## src/hw/rtl/adrs_pkg.sv

```systemverilog
`default_nettype none

package adrs_pkg;

    localparam int TIME_BITS    = 32;
    localparam int SAMPLE_BITS  = 16;
    localparam int CFG_IDX_BITS = 8;
    localparam int CFG_BITS     = 32;

    localparam logic [TIME_BITS-1:0] INTERVAL_RESET = TIME_BITS'(1000);
    localparam logic [TIME_BITS-1:0] TIMEOUT_RESET  = TIME_BITS'(10000);

    localparam logic [CFG_IDX_BITS-1:0] REG_INTERVAL = CFG_IDX_BITS'(0);
    localparam logic [CFG_IDX_BITS-1:0] REG_TIMEOUT  = CFG_IDX_BITS'(1);

    localparam logic [1:0] CH_VOLTAGE = 2'd2;
    localparam logic [1:0] CH_CURRENT = 2'd0;

    typedef enum logic [1:0] {
        PH_VOLTAGE = 2'd0,
        PH_CURRENT = 2'd1,
        PH_WAIT    = 2'd2
    } t_phase;

    typedef enum logic [1:0] {
        ST_OK      = 2'd0,
        ST_TIMEOUT = 2'd1,
        ST_REFUSED = 2'd2,
        ST_BUSY    = 2'd3
    } t_status;

    // input beat fields, last member in the lowest bits
    typedef struct packed {
        logic                   adc_accepts;
        logic [SAMPLE_BITS-1:0] adc_value;
        logic                   adc_has_value;
        logic [TIME_BITS-1:0]   now_time;
    } t_item;

    // result beat fields, last member in the lowest bits
    typedef struct packed {
        logic [1:0]             phase;
        logic [1:0]             status;
        logic [TIME_BITS-1:0]   record_time;
        logic [SAMPLE_BITS-1:0] record_current;
        logic [SAMPLE_BITS-1:0] record_voltage;
        logic                   record_valid;
        logic                   request_is_current;
        logic [1:0]             request_channel;
        logic                   request_valid;
    } t_result;

    localparam int ITEM_BITS   = $bits(t_item);
    localparam int RESULT_BITS = $bits(t_result);
    localparam int S_DATA_BITS = ((ITEM_BITS + 7) / 8) * 8;
    localparam int M_DATA_BITS = ((RESULT_BITS + 7) / 8) * 8;

endpackage

`default_nettype wire

```

## src/hw/rtl/dual_channel_adc_read_sequencer_top.sv

```systemverilog
// channel | direction | handshake             | payload
// s       | in        | i_s_tvalid/o_s_tready | i_s_tdata, i_s_tuser (req_type)
// m       | out       | o_m_tvalid/i_m_tready | o_m_tdata
// cfg     | in        | i_cfg_valid/o_cfg_ready | i_cfg_index, i_cfg_data
//
// one beat per cycle sustained while m is ready; a beat reaches o_m_tdata through the
// input register, then the sequencing logic into the result register
// synchronous active-low reset: phase waiting, no result awaited, registers to defaults
// a stall on m holds the result register and backs up through the input register
// config port is always ready
`default_nettype none

module dual_channel_adc_read_sequencer_top (
    input  wire logic                              i_clk,
    input  wire logic                              i_rst_n,
    input  wire logic                              i_s_tvalid,
    output logic                                   o_s_tready,
    // now_time[31:0], adc_has_value[32], adc_value[48:33], adc_accepts[49], zero pad
    input  wire logic [adrs_pkg::S_DATA_BITS-1:0]  i_s_tdata,
    // req_type[0]
    input  wire logic                              i_s_tuser,
    output logic                                   o_m_tvalid,
    input  wire logic                              i_m_tready,
    // request_valid[0], request_channel[2:1], request_is_current[3], record_valid[4],
    // record_voltage[20:5], record_current[36:21], record_time[68:37], status[70:69],
    // phase[72:71], zero pad
    output logic [adrs_pkg::M_DATA_BITS-1:0]       o_m_tdata,
    input  wire logic                              i_cfg_valid,
    output logic                                   o_cfg_ready,
    input  wire logic [adrs_pkg::CFG_IDX_BITS-1:0] i_cfg_index,
    input  wire logic [adrs_pkg::CFG_BITS-1:0]     i_cfg_data
);
    import adrs_pkg::*;

    logic    r_in_valid;
    logic    r_in_user;
    t_item   r_in_item;
    logic    r_out_valid;
    t_result r_out;
    t_result core_res;
    logic    advance;

    assign advance     = r_in_valid && (!r_out_valid || i_m_tready);
    assign o_s_tready  = !r_in_valid || advance;
    assign o_cfg_ready = 1'b1;

    adrs_core u_core (
        .i_clk       (i_clk),
        .i_rst_n     (i_rst_n),
        .i_cfg_we    (i_cfg_valid),
        .i_cfg_index (i_cfg_index),
        .i_cfg_data  (i_cfg_data),
        .i_fire      (advance),
        .i_req_type  (r_in_user),
        .i_item      (r_in_item),
        .o_result    (core_res)
    );

    always_ff @(posedge i_clk) begin
        if (!i_rst_n) begin
            r_in_valid <= 1'b0;
        end else if (o_s_tready) begin
            r_in_valid <= i_s_tvalid;
        end
        if (i_s_tvalid && o_s_tready) begin
            r_in_user <= i_s_tuser;
            r_in_item <= t_item'(i_s_tdata[ITEM_BITS-1:0]);
        end
    end

    always_ff @(posedge i_clk) begin
        if (!i_rst_n) begin
            r_out_valid <= 1'b0;
        end else if (advance) begin
            r_out_valid <= 1'b1;
        end else if (i_m_tready) begin
            r_out_valid <= 1'b0;
        end
        if (advance) begin
            r_out <= core_res;
        end
    end

    assign o_m_tvalid = r_out_valid;
    assign o_m_tdata  = {{(M_DATA_BITS-RESULT_BITS){1'b0}}, r_out};

endmodule

`default_nettype wire

```

## src/hw/rtl/adrs_core.sv

```systemverilog
`default_nettype none

module adrs_core (
    input  wire logic                           i_clk,
    input  wire logic                           i_rst_n,
    input  wire logic                           i_cfg_we,
    input  wire logic [adrs_pkg::CFG_IDX_BITS-1:0] i_cfg_index,
    input  wire logic [adrs_pkg::CFG_BITS-1:0]  i_cfg_data,
    input  wire logic                           i_fire,
    input  wire logic                           i_req_type,
    input  wire adrs_pkg::t_item                i_item,
    output adrs_pkg::t_result                   o_result
);
    import adrs_pkg::*;

    logic [TIME_BITS-1:0]   r_interval, r_timeout;
    t_phase                 r_phase, n_phase;
    logic                   r_await, n_await;
    logic [TIME_BITS-1:0]   r_last, n_last;
    logic [TIME_BITS-1:0]   r_pend, n_pend;
    logic [SAMPLE_BITS-1:0] r_hv, n_hv;
    logic [SAMPLE_BITS-1:0] r_hc, n_hc;
    logic [TIME_BITS-1:0]   elapsed;
    logic [TIME_BITS:0]     mean_sum;
    t_result                res;

    assign elapsed  = i_item.now_time - r_last;
    assign mean_sum = {1'b0, r_pend} + {1'b0, i_item.now_time};

    always_comb begin
        n_phase = r_phase;
        n_await = r_await;
        n_last  = r_last;
        n_pend  = r_pend;
        n_hv    = r_hv;
        n_hc    = r_hc;
        res     = '0;
        if (i_req_type) begin
            if (r_phase == PH_WAIT) begin
                n_phase = PH_VOLTAGE;
            end else begin
                res.status = ST_BUSY;
            end
        end else if (r_await) begin
            if (i_item.adc_has_value) begin
                if (r_phase == PH_VOLTAGE) begin
                    n_hv    = i_item.adc_value;
                    n_phase = PH_CURRENT;
                end else begin
                    n_hc               = i_item.adc_value;
                    n_phase            = PH_WAIT;
                    n_pend             = mean_sum[TIME_BITS:1];
                    res.record_valid   = 1'b1;
                    res.record_voltage = r_hv;
                    res.record_current = i_item.adc_value;
                    res.record_time    = mean_sum[TIME_BITS:1];
                end
                n_await = 1'b0;
            end else if (elapsed > r_timeout) begin
                res.status = ST_TIMEOUT;
                n_await    = 1'b0;
            end
        end else if (r_phase == PH_WAIT) begin
            if (elapsed > r_interval) begin
                n_phase = PH_VOLTAGE;
            end
        end else if (i_item.adc_accepts) begin
            res.request_valid      = 1'b1;
            res.request_channel    = (r_phase == PH_CURRENT) ? CH_CURRENT : CH_VOLTAGE;
            res.request_is_current = (r_phase == PH_CURRENT);
            n_last                 = i_item.now_time;
            n_pend                 = i_item.now_time;
            n_await                = 1'b1;
        end else begin
            res.status = ST_REFUSED;
        end
        res.phase = n_phase;
    end

    assign o_result = res;

    always_ff @(posedge i_clk) begin
        if (!i_rst_n) begin
            r_interval <= INTERVAL_RESET;
            r_timeout  <= TIMEOUT_RESET;
        end else if (i_cfg_we) begin
            case (i_cfg_index)
                REG_INTERVAL: r_interval <= i_cfg_data[TIME_BITS-1:0];
                REG_TIMEOUT:  r_timeout  <= i_cfg_data[TIME_BITS-1:0];
                default: ;
            endcase
        end
    end

    always_ff @(posedge i_clk) begin
        if (!i_rst_n) begin
            r_phase <= PH_WAIT;
            r_await <= 1'b0;
            r_last  <= '0;
            r_pend  <= '0;
            r_hv    <= '0;
            r_hc    <= '0;
        end else if (i_fire) begin
            r_phase <= n_phase;
            r_await <= n_await;
            r_last  <= n_last;
            r_pend  <= n_pend;
            r_hv    <= n_hv;
            r_hc    <= n_hc;
        end
    end

endmodule

`default_nettype wire

```

## config.mk

```make
export PLATFORM = sky130hd
export DESIGN_NAME = dual_channel_adc_read_sequencer_top
export DESIGN_NICKNAME = d
export VERILOG_FILES = /design/src/hw/rtl/adrs_pkg.sv /design/src/hw/rtl/dual_channel_adc_read_sequencer_top.sv /design/src/hw/rtl/adrs_core.sv
export SDC_FILE = /design/constraint.sdc
export NUM_CORES = 1
export LEC_CHECK = 0
export BUFFER_PORTS_ARGS = -buffer_cell sky130_fd_sc_hd__buf_2
export CAP_MARGIN = 20
export CORE_AREA = 5 5 161 202
export DETAILED_ROUTE_END_ITERATION = 10
export DIE_AREA = 0 0 166 207
export PLACE_DENSITY = 0.79
export SETUP_SLACK_MARGIN = 0.1
export SLEW_MARGIN = 40
export SYNTH_ARGS = -nofsm -noshare
export SYNTH_HDL_FRONTEND = slang
export SYNTH_SLANG_ARGS = --single-unit
```

## constraint.sdc

```tcl
create_clock -name i_clk -period 4.82 [get_ports i_clk]
set_clock_uncertainty 0.2 [all_clocks]
set_input_delay 0.723 -clock i_clk [delete_from_list [all_inputs] [get_ports i_clk]]
set_output_delay 0.723 -clock i_clk [all_outputs]
set_load 0.02 [all_outputs]
```

## Word-level counts from Yosys, hierarchy flattened

Cells that the tools add are included.

- Logic and storage cells: 87
- Input port bits: 102
- RAM bits: 0
- Output and inout port bits: 83
- Bits in read-only memories: 0
- Bits in registers: 273
- Memories: 0
- Latch bits: 0

- Eq/ne operators: 6
- Shift operators: 0
- Reduce and logical (&&, ||, !) cells: 20
- Muxes and demuxes: 29
- Magnitude comparators: 2
- Bitwise gates (word level): 5
- Multipliers: 0
- Add/sub/neg operators: 2
- Div/mod/pow operators: 0

Operator list:

| operator | count |
|---|---|
| 32-bit two-way mux | 5 |
| 32-bit greater-than comparator | 2 |
| 32-bit by 32-bit adder with 33-bit output | 1 |
| 32-bit subtractor | 1 |
| 2-bit two-way mux | 14 |
| 1-bit two-way mux | 10 |
| 5-bit AND reduction | 2 |
| 8-bit by 1-bit equality test with 1-bit output, second input constant | 1 |
| 8-bit zero test | 1 |
| 4-bit OR reduction | 2 |
| 2-bit AND reduction | 3 |
| 6-bit AND reduction | 1 |
| 3-bit OR reduction | 2 |
| 1-bit inverter | 5 |
| 2-bit inequality test, second input constant | 2 |
| 2-bit nonzero test | 2 |
| 2-bit by 1-bit equality test with 1-bit output, second input constant | 1 |
| 2-bit equality test, second input constant | 1 |
| 1-bit logical AND | 2 |
| 1-bit zero test | 2 |
| 2-bit zero test | 1 |
| 1-bit logical OR | 2 |
| 2-bit by 1-bit inequality test with 1-bit output, second input constant | 1 |

## Longest topological paths before layout

Gate-level depths: netlist (run 1).

- Word-level depth: 6
- Mapped depth: 23
- Depth with buffers taken out: 23

## Cells and area by module

A second synthesis (run 1) with hierarchy kept.

- Cells, all modules: 1583
- Area, all modules: 14516.4 sq um

By module, submodules not included:

| module | instances | sequential area each (sq um) | cells an instance | area an instance (sq um) |
|---|---|---|---|---|
| adrs_core | 1 | 2942.8 | 1440 | 10621.4 |
| dual_channel_adc_read_sequencer_top | 1 | 3763.6 | 143 | 3895.0 |

## Worst setup path before layout (run 1)

Ideal clock, no wire load.

- Kind: reg2reg
- Start point: register r_in_item[0] in the netlist's numbering
- End point: register r_out, in the netlist o_m_tdata[72] (data pin)
- Setup time: 0.146 ns
- Period minus slack after synthesis: 4.218 ns
- Setup slack: 0.602 ns
- Data required time: 4.474 ns
- Buffers on the path: 0
- Arrival: 3.872 ns
- Stages on the path, launching flop included: 23
- Cells stage by stage: edfxtp_1 > inv_1 > ha_1 > inv_1 > fa_1 > a21oi_1 > o22ai_1 > o21a_1 > nor2_1 > nor2_1 > nor2_1 > o21bai_1 > a21oi_1 > xnor2_1 > ha_1 > a21o_1 > a21o_1 > a21o_1 > a221o_1 > a21oi_1 > a21oi_1 > o31ai_1 > a21boi_1

RTL lines:

| element | RTL line | RTL |
|---|---|---|
| start, declared | dual_channel_adc_read_sequencer_top.sv:37 | `t_item r_in_item;` |
| start signal, assigned | dual_channel_adc_read_sequencer_top.sv:67 | `r_in_item <= t_item'(i_s_tdata[ITEM_BITS-1:0]);` |
| end signal, assigned | dual_channel_adc_read_sequencer_top.sv:80 | `r_out <= core_res;` |
| end, declared | dual_channel_adc_read_sequencer_top.sv:39 | `t_result r_out;` |

==> results of run 1 <==
## stage by stage
| stage | util, % | instance area (um2) | hold WS (ns) |
|---|---|---|---|
| floorplan | - | 15000 | 0.230 |
| global placement | 53.7 | 16400 | 0.236 |
| detailed placement | 53.8 | 16400 | 0.247 |
| CTS | 56.9 | 17400 | 0.105 |
| global route | 57.3 | 17500 | 0.107 |
| finish | 57.3 | 17500 | 0.128 |
## kinds of logic (layout without fill, tap and decap cells)
logic type | count (synthesis) | after routing
muxes | 4 | 4
buffers and inverters | 197 | 390
xor gates and xnor gates | 51 | 51
AOI/OAI and AO/OA | 433 | 433
and+or+nand+nor | 532 | 532
DFF | 272 | 272
other | 2 | 10
adders and majority gates | 128 | 128
## cells in the mapped netlist, types with 16 or more instances
library cell    n
nand2_1       274
dfxtp_1       149
ha_1          126
edfxtp_1      123
inv_1         118
nor2_1         91
a21boi_0       89
a21oi_1        81
clkbuf_1       61
a21o_1         46
and2_1         42
o21ai_0        40
xnor2_1        33
o211ai_1       28
o21a_1         26
nand4_1        22
nand3_1        19
a21boi_1       18
nor2b_1        18
xor2_1         18
o21ai_1        16
## registers in the layout, summed over array words and instances, names as in the netlist
name,count
o_m_tdata,72
o_m_tvalid,1
r_in_item,50
r_in_user,1
r_in_valid,1
u_core.r_await,1
u_core.r_hv,16
u_core.r_interval,32
u_core.r_last,32
u_core.r_pend,32
u_core.r_phase,2
u_core.r_timeout,32
## cell type report
type                       count  area, um2  share of cell area, %
antenna                        1       2.50                 0.0143
clock buffer                  34        723                   4.14
clock inverter                18        189                   1.08
inverter                     120        450                   2.58
multi-input combinational   1157       7710                   44.1
sequential                   272       6680                   38.2
tap                          407        509                   2.91
timing repair buffer         218       1220                   7.00
## power by group
| part | internal, mW | switching [mW] | leakage [nW] |
|---|---|---|---|
| sequential | 2.47 | 0.0361 | 2.39 |
| combinational | 0.288 | 0.403 | 4.18 |
| clock | 1.23 | 0.915 | 0.441 |
## layer usage
metal  up-vias  GRT usage [%]
li1       6013              -
met1      5712           24.0
met2       339           38.6
met3        97           2.67
met4         0           8.85
met5         -              0
## what timing repair did
action | 4_1_cts | 5_1_grt
pin swaps | 1 | 15
buffers inserted | 0 | 2
gates resized for setup | 3 | 21
setup endpoints to repair | 3 | 4
## final timing paths
check | from | to | slack (ns) | cells past startpoint
min reg2reg | u_core.r_last[24]$_SDFFE_PN0P_ | u_core.r_last[24]$_SDFFE_PN0P_ | 0.25 | 2
max | r_in_item[6]$_DFFE_PP_ | o_m_tdata[72]$_DFFE_PP_ | 0.30 | 18
max reg2reg | r_in_item[6]$_DFFE_PP_ | o_m_tdata[72]$_DFFE_PP_ | 0.30 | 18
min | i_s_tdata[28] | r_in_item[28]$_DFFE_PP_ | 0.13 | 1
## worst max-delay path, delay by kind of cell, from the launching register on
kind                       cells  cell delay (ns)
adders and majority gates      2             0.55
buffers and inverters          1             0.15
xor gates and xnor gates       1             0.16
and+or+nand+nor                1             0.57
AOI/OAI and AO/OA             13             2.31
DFF                            1             0.42
## cell usage in the layout, fill, tap and decap left out, types with 8 or more instances in the layout
cell type,n
nand2_1,273
buf_2,168
dfxtp_1,149
ha_1,124
edfxtp_1,123
inv_1,117
nor2_1,89
a21boi_0,89
a21oi_1,75
buf_4,48
a21o_1,46
and2_1,41
o21ai_0,39
xnor2_1,33
o211ai_1,28
clkbuf_16,28
o21a_1,26
nand4_1,22
nand3_1,19
a21boi_1,18
xor2_1,18
nor2b_1,17
o21ai_1,16
o211a_1,14
nand2b_1,11
nor3_1,11
and3_1,11
o21bai_1,9
a211oi_1,9
a31oi_1,9
conb_1,9
or3_1,8
==> summary.md, run 1 <==
| Metric | Value |
|---|---|
| Status | `complete, no violations` |
| Setup violators final | `0` |
| Multiplexer share of the synthesized area | `0.276%` |
| Non-Filler Instances | `2227` |
| Initial core utilization | `49.1%` |
| Initial antenna violation count | `0` |
| Chip height | `207 um` |
| Final hold violation count | `0` |
| Total gr overflow | `0` |
| Critical path startpoint category | `flip-flop` |
| Period utilization | `93.8%` |
| Detailed Place HPWL | `27600 um` |
| Core box area | `0.0305 mm2` |
| Slew HR | `47.5%` |
| Worst Path Arrival | `4.75 ns` |
| Simple-gate share of the synthesized area | `16.1%` |
| PwrDens | `306 mW/mm2` |
| Final nets | `2027` |
| Cell taking the most area after synthesis | `edfxtp_1` |
| Top Layer Used | `met4` |
| Wire length of the first global-routing pass | `60100 um` |
| Adder-cell share of the synthesized area | `10.8%` |
| CTS tree | `yes` |
| Largest family of logic cells by synthesized area | `compound AO/OA/AOI/OAI gates` |
| GRT Total Usage | `20.8%` |
| Slowest CP cell | `or4_4` |
| Main synth FF type | `dfxtp_1` |
| Synth Warn # | `0` |
| Post-synth EDFFs | `123` |
| Fraction of registers with async set/reset | `0%` |
| CP max stage delay | `0.57 ns` |
| Leakage | `7.01 nW` |
| Maximum vdd drop | `215 uV` |
| Fin worst setup slack | `0.297 ns` |
| Overall Power | `5.35 mW` |
| Top-area cell type share of the netlist area | `24.6%` |
| # hold bufs at CTS | `0` |
| Netlist Area Pre-Place | `0.0150 mm2` |
| Metal2 WL | `19500 um` |
| Synth Register Bits | `272` |
| Clk sinks | `272` |
| Worst-Skew Late Latency | `0.57 ns` |
| Clock period minus worst slack | `4.52 ns` |
| Dpl cells | `2172` |
| Met3 wire len | `1590 um` |
| Compound-cell area share of the yosys netlist | `20.1%` |
| Horiz. Die Dim | `166 um` |
| DRC | `0` |
| HP Class | `in -> reg` |
| CP max FO | `5` |
| WS Path Type | `reg -> reg` |
| Post-synthesis sequential area ratio | `44.5%` |
| I/O Buffers | `169` |
| Met1 wire length | `14600 um` |
| CTS Buf Count | `28` |
| Fraction of layout cells with a size suffix above 1 | `16.8%` |
| Max_cap viols | `0` |
| Worst-path cell chain | `ha_1 -> or4_4 -> o211ai_1 -> o221ai_2 -> o31ai_2 -> o21bai_1 -> a21oi_2 -> xnor2_1 -> ha_1 -> a21o_1 -> a21o_1 -> a21o_1 -> a21o_1 -> a21oi_2 -> a21oi_2 -> o31ai_2 -> buf_4 -> a21boi_1` |
| RSZ-0062 raised after global routing | `false` |
| Via count | `12200` |
| Pre-CTS WS | `0.103 ns` |
| Worst-case clock buffer depth | `3` |
| CTS clock-pin slew for the worst setup and hold paths | `0.06 ns` |
| ANT nets after route | `0` |
| Worst-margin pin slew | `0.787 ns` |
| Final Wtd Congestion | `0.913` |
| Fmax | `0.221 GHz` |
| Root Driver | `clkbuf_16` |
| # IOs | `185` |
| # H-tree levels | `1` |
| Setup TNS | `0 ns` |
| CP required | `5.05 ns` |
| Vias in the first global route | `12100` |
| DR vias/cell | `5.46` |
| WL/cell | `16.7 um` |
| Avg Cell Area, Syn | `9.26 um2` |
| Drt pass-1 iters | `6` |
| Synthesized instance count | `1619` |
| Critical Path End Type | `flip-flop` |
| Area of the die | `0.0344 mm2` |
| Fillers | `2621` |
| Most area-consuming cells after synthesis | `edfxtp_1, dfxtp_1, ha_1, nand2_1, a21boi_0` |
| Synth cell types | `70` |
| Synth Area in XOR/XNOR | `2.98%` |
| DRT Wirelength | `37200 um` |
| Largest net degree at the start of global routing | `116` |
| Initial drt markers | `793` |
| Worst path most repeated cell | `a21o_1` |
| Max Transition Viols Final | `0` |
| Area Growth Syn to Fin | `16.7%` |
| Rows | `72` |
(Power assumes the default switching activity.)
==> inputs of run 2 (changes only) <==
==> constraint.sdc (replaced) <==
create_clock -name i_clk -period 5.5 [get_ports i_clk]
set_clock_uncertainty 0.2 [all_clocks]
set_input_delay 0.825 -clock i_clk [delete_from_list [all_inputs] [get_ports i_clk]]
set_output_delay 0.825 -clock i_clk [all_outputs]
set_load 0.02 [all_outputs]
==> summary.md, run 2 (same netlist as run 1, synthesis figures left out) <==
| Metric | Value |
|---|---|
| Status | `complete, no violations` |
| # H-tree levels | `1 (unchanged)` |
| Placed cell areas | `0.0162 mm2 (-1.5%)` |
| DR vias/cell | `5.47 (+0.19%)` |
| Fin worst setup slack | `0.492 ns (+0.195 ns)` |
| Worst-margin pin slew | `0.782 ns (-0.00482 ns)` |
| Rows | `72 (unchanged)` |
| CTS Buf Count | `28 (unchanged)` |
| DRC | `0 (unchanged)` |
| Total gr overflow | `0 (unchanged)` |
| PwrDens | `283 mW/mm2 (-7.5%)` |
| # IOs | `185 (unchanged)` |
| WL/cell | `16.6 um (-0.40%)` |
| Final hold violation count | `0 (unchanged)` |
| Cts repair resizes | `0 (-3)` |
| I/O Buffers | `169 (unchanged)` |
| Largest register FFs | `72 (unchanged)` |
| Period utilization | `91.0% (-2.8 points)` |
| Clock period minus worst slack | `5.01 ns (+0.485 ns)` |
| Area Growth Syn to Fin | `15.0%` |
| CP required | `5.74 ns (+0.69 ns)` |
| Worst-path cell chain | `ha_1 -> a211oi_1 -> o21ai_1 -> a221oi_1 -> o221ai_1 -> o31ai_1 -> o21bai_1 -> a21oi_1 -> xnor2_1 -> ha_1 -> a21o_1 -> a21o_1 -> a21o_1 -> a21o_1 -> a21oi_1 -> a21oi_1 -> o31ai_1 -> a21boi_1` |
| Setup violators final | `0 (unchanged)` |
| Worst path most repeated cell | `a21o_1` |
| Pre-CTS WS | `0.550 ns (+0.447 ns)` |
| GRT Total Usage | `20.7% (-0.073 points)` |
| Initial antenna violation count | `0 (unchanged)` |
| Vias in the first global route | `12000 (-0.69%)` |
| Max_cap viols | `0 (unchanged)` |
| Via count | `12000 (-1.3%)` |
| Final Wtd Congestion | `0.913 (about the same)` |
| Detailed Place HPWL | `26800 um (-3.0%)` |
| Critical Path End Type | `flip-flop` |
| Drt pass-1 iters | `5 (-1)` |
| Critical path startpoint category | `flip-flop` |
| Fraction of layout cells with a size suffix above 1 | `14.2% (-2.6 points)` |
| HP Class | `in -> reg` |
| Maximum vdd drop | `208 uV (-3.3%)` |
| Worst-Skew Late Latency | `0.58 ns (about the same)` |
| CP max FO | `6 (+1)` |
| CTS tree | `yes` |
| Slew HR | `47.8% (+0.32 points)` |
| RSZ-0062 raised after global routing | `false` |
| Final nets | `1993 (-1.7%)` |
| CTS clock-pin slew for the worst setup and hold paths | `0.06 ns (about the same)` |
| Core box area | `0.0305 mm2 (unchanged)` |
| CP max stage delay | `0.45 ns (-0.12 ns)` |
| Initial drt markers | `808 (+1.9%)` |
| Root Driver | `clkbuf_16` |
| Horiz. Die Dim | `166 um (unchanged)` |
| ANT nets after route | `0 (unchanged)` |
| Initial core utilization | `49.1% (unchanged)` |
| Setup Buffers After CTS | `0 (unchanged)` |
| Area of the die | `0.0344 mm2 (unchanged)` |
| # hold bufs at CTS | `0 (unchanged)` |
| Worst-case clock buffer depth | `3 (unchanged)` |
| Max Transition Viols Final | `0 (unchanged)` |
| Setup TNS | `0 ns (unchanged)` |
| WS Path Type | `reg -> reg` |
| Clk sinks | `272 (unchanged)` |
| WP buf/inv | `0 (-1)` |
| Fin Hold WS | `0.217 ns (+0.0883 ns)` |
| Commonest non-fill, non-tap cells in the layout | `nand2_1, buf_2, dfxtp_1` |
| Largest net degree at the start of global routing | `114 (-1.7%)` |
| Fillers | `2625 (+0.15%)` |
| Most common library cell in the layout ignoring fill and taps | `nand2_1` |
| Wire length of the first global-routing pass | `60000 um (-0.18%)` |
| Fmax | `0.200 GHz (-9.7%)` |
| Worst Path Arrival | `5.24 ns (+0.49 ns)` |
| Layout Cell Area excl Fill | `0.0172 mm2 (-1.4%)` |
| Leakage | `6.89 nW (-1.8%)` |
| DRT Wirelength | `36500 um (-1.9%)` |
| Crit path max-delay family | `compound AO/OA/AOI/OAI gates` |
| Slowest CP cell | `o31ai_1` |
| Chip height | `207 um (unchanged)` |
## run 2: cell count changes in the layout (fill, tap and decap cells not counted), moves of 3 or more
cell / change
clkinv_2: -5
bufinv_16: +4
clkbuf_1: -3
a21oi_1: +6
buf_4: -34
a21oi_2: -6
## run 2: metal layers
layer / track usage [%] / part of all wire (%) / up-vias
met4: 9.02 / 4.3 / 0
met3: 2.63 / 4.3 / 107
li1: - / - / 5946
met2: 38.6 / 52 / 305
met5: 0 / 0 / -
met1: 23.7 / 40 / 5640
## run 2: per-stage QoR
stage	instances	power [mW]	utilization [%]
after floorplan	1626	2.62	-
after global placement	2138	2.78	52.9
after detailed placement	2140	2.80	53.0
after CTS	2192	4.91	56.4
after global routing	2192	5.06	56.4
final	2193	4.87	56.4
## run 2: power by group
part,leakage (nW),internal (mW),switching (mW)
clock,0.491,1.28,0.827
combinational,4.01,0.227,0.335
sequential,2.39,2.16,0.0364
total,6.89,3.67,1.20
## run 2: worst paths after layout
kind	to	cells past startpoint	slack [ns]	from
setup / recovery	o_m_tdata[72]$_DFFE_PP_	18	0.49	r_in_item[10]$_DFFE_PP_
hold / removal	r_in_item[5]$_DFFE_PP_	1	0.22	i_s_tdata[5]
setup reg to reg	o_m_tdata[72]$_DFFE_PP_	18	0.49	r_in_item[10]$_DFFE_PP_
hold reg to reg	u_core.r_last[22]$_SDFFE_PN0P_	2	0.25	u_core.r_last[22]$_SDFFE_PN0P_
## run 2: area by class of cell
type | instances | area, um2 | area share [%]
repair buffers | 184 | 968 | 5.62
well taps | 407 | 509 | 2.95
inverters | 120 | 450 | 2.61
multi-input cells | 1157 | 7590 | 44.1
clock buffers | 32 | 726 | 4.21
diodes | 1 | 2.50 | 0.0145
flip-flops and latches | 272 | 6680 | 38.7
clock inverters | 20 | 309 | 1.79
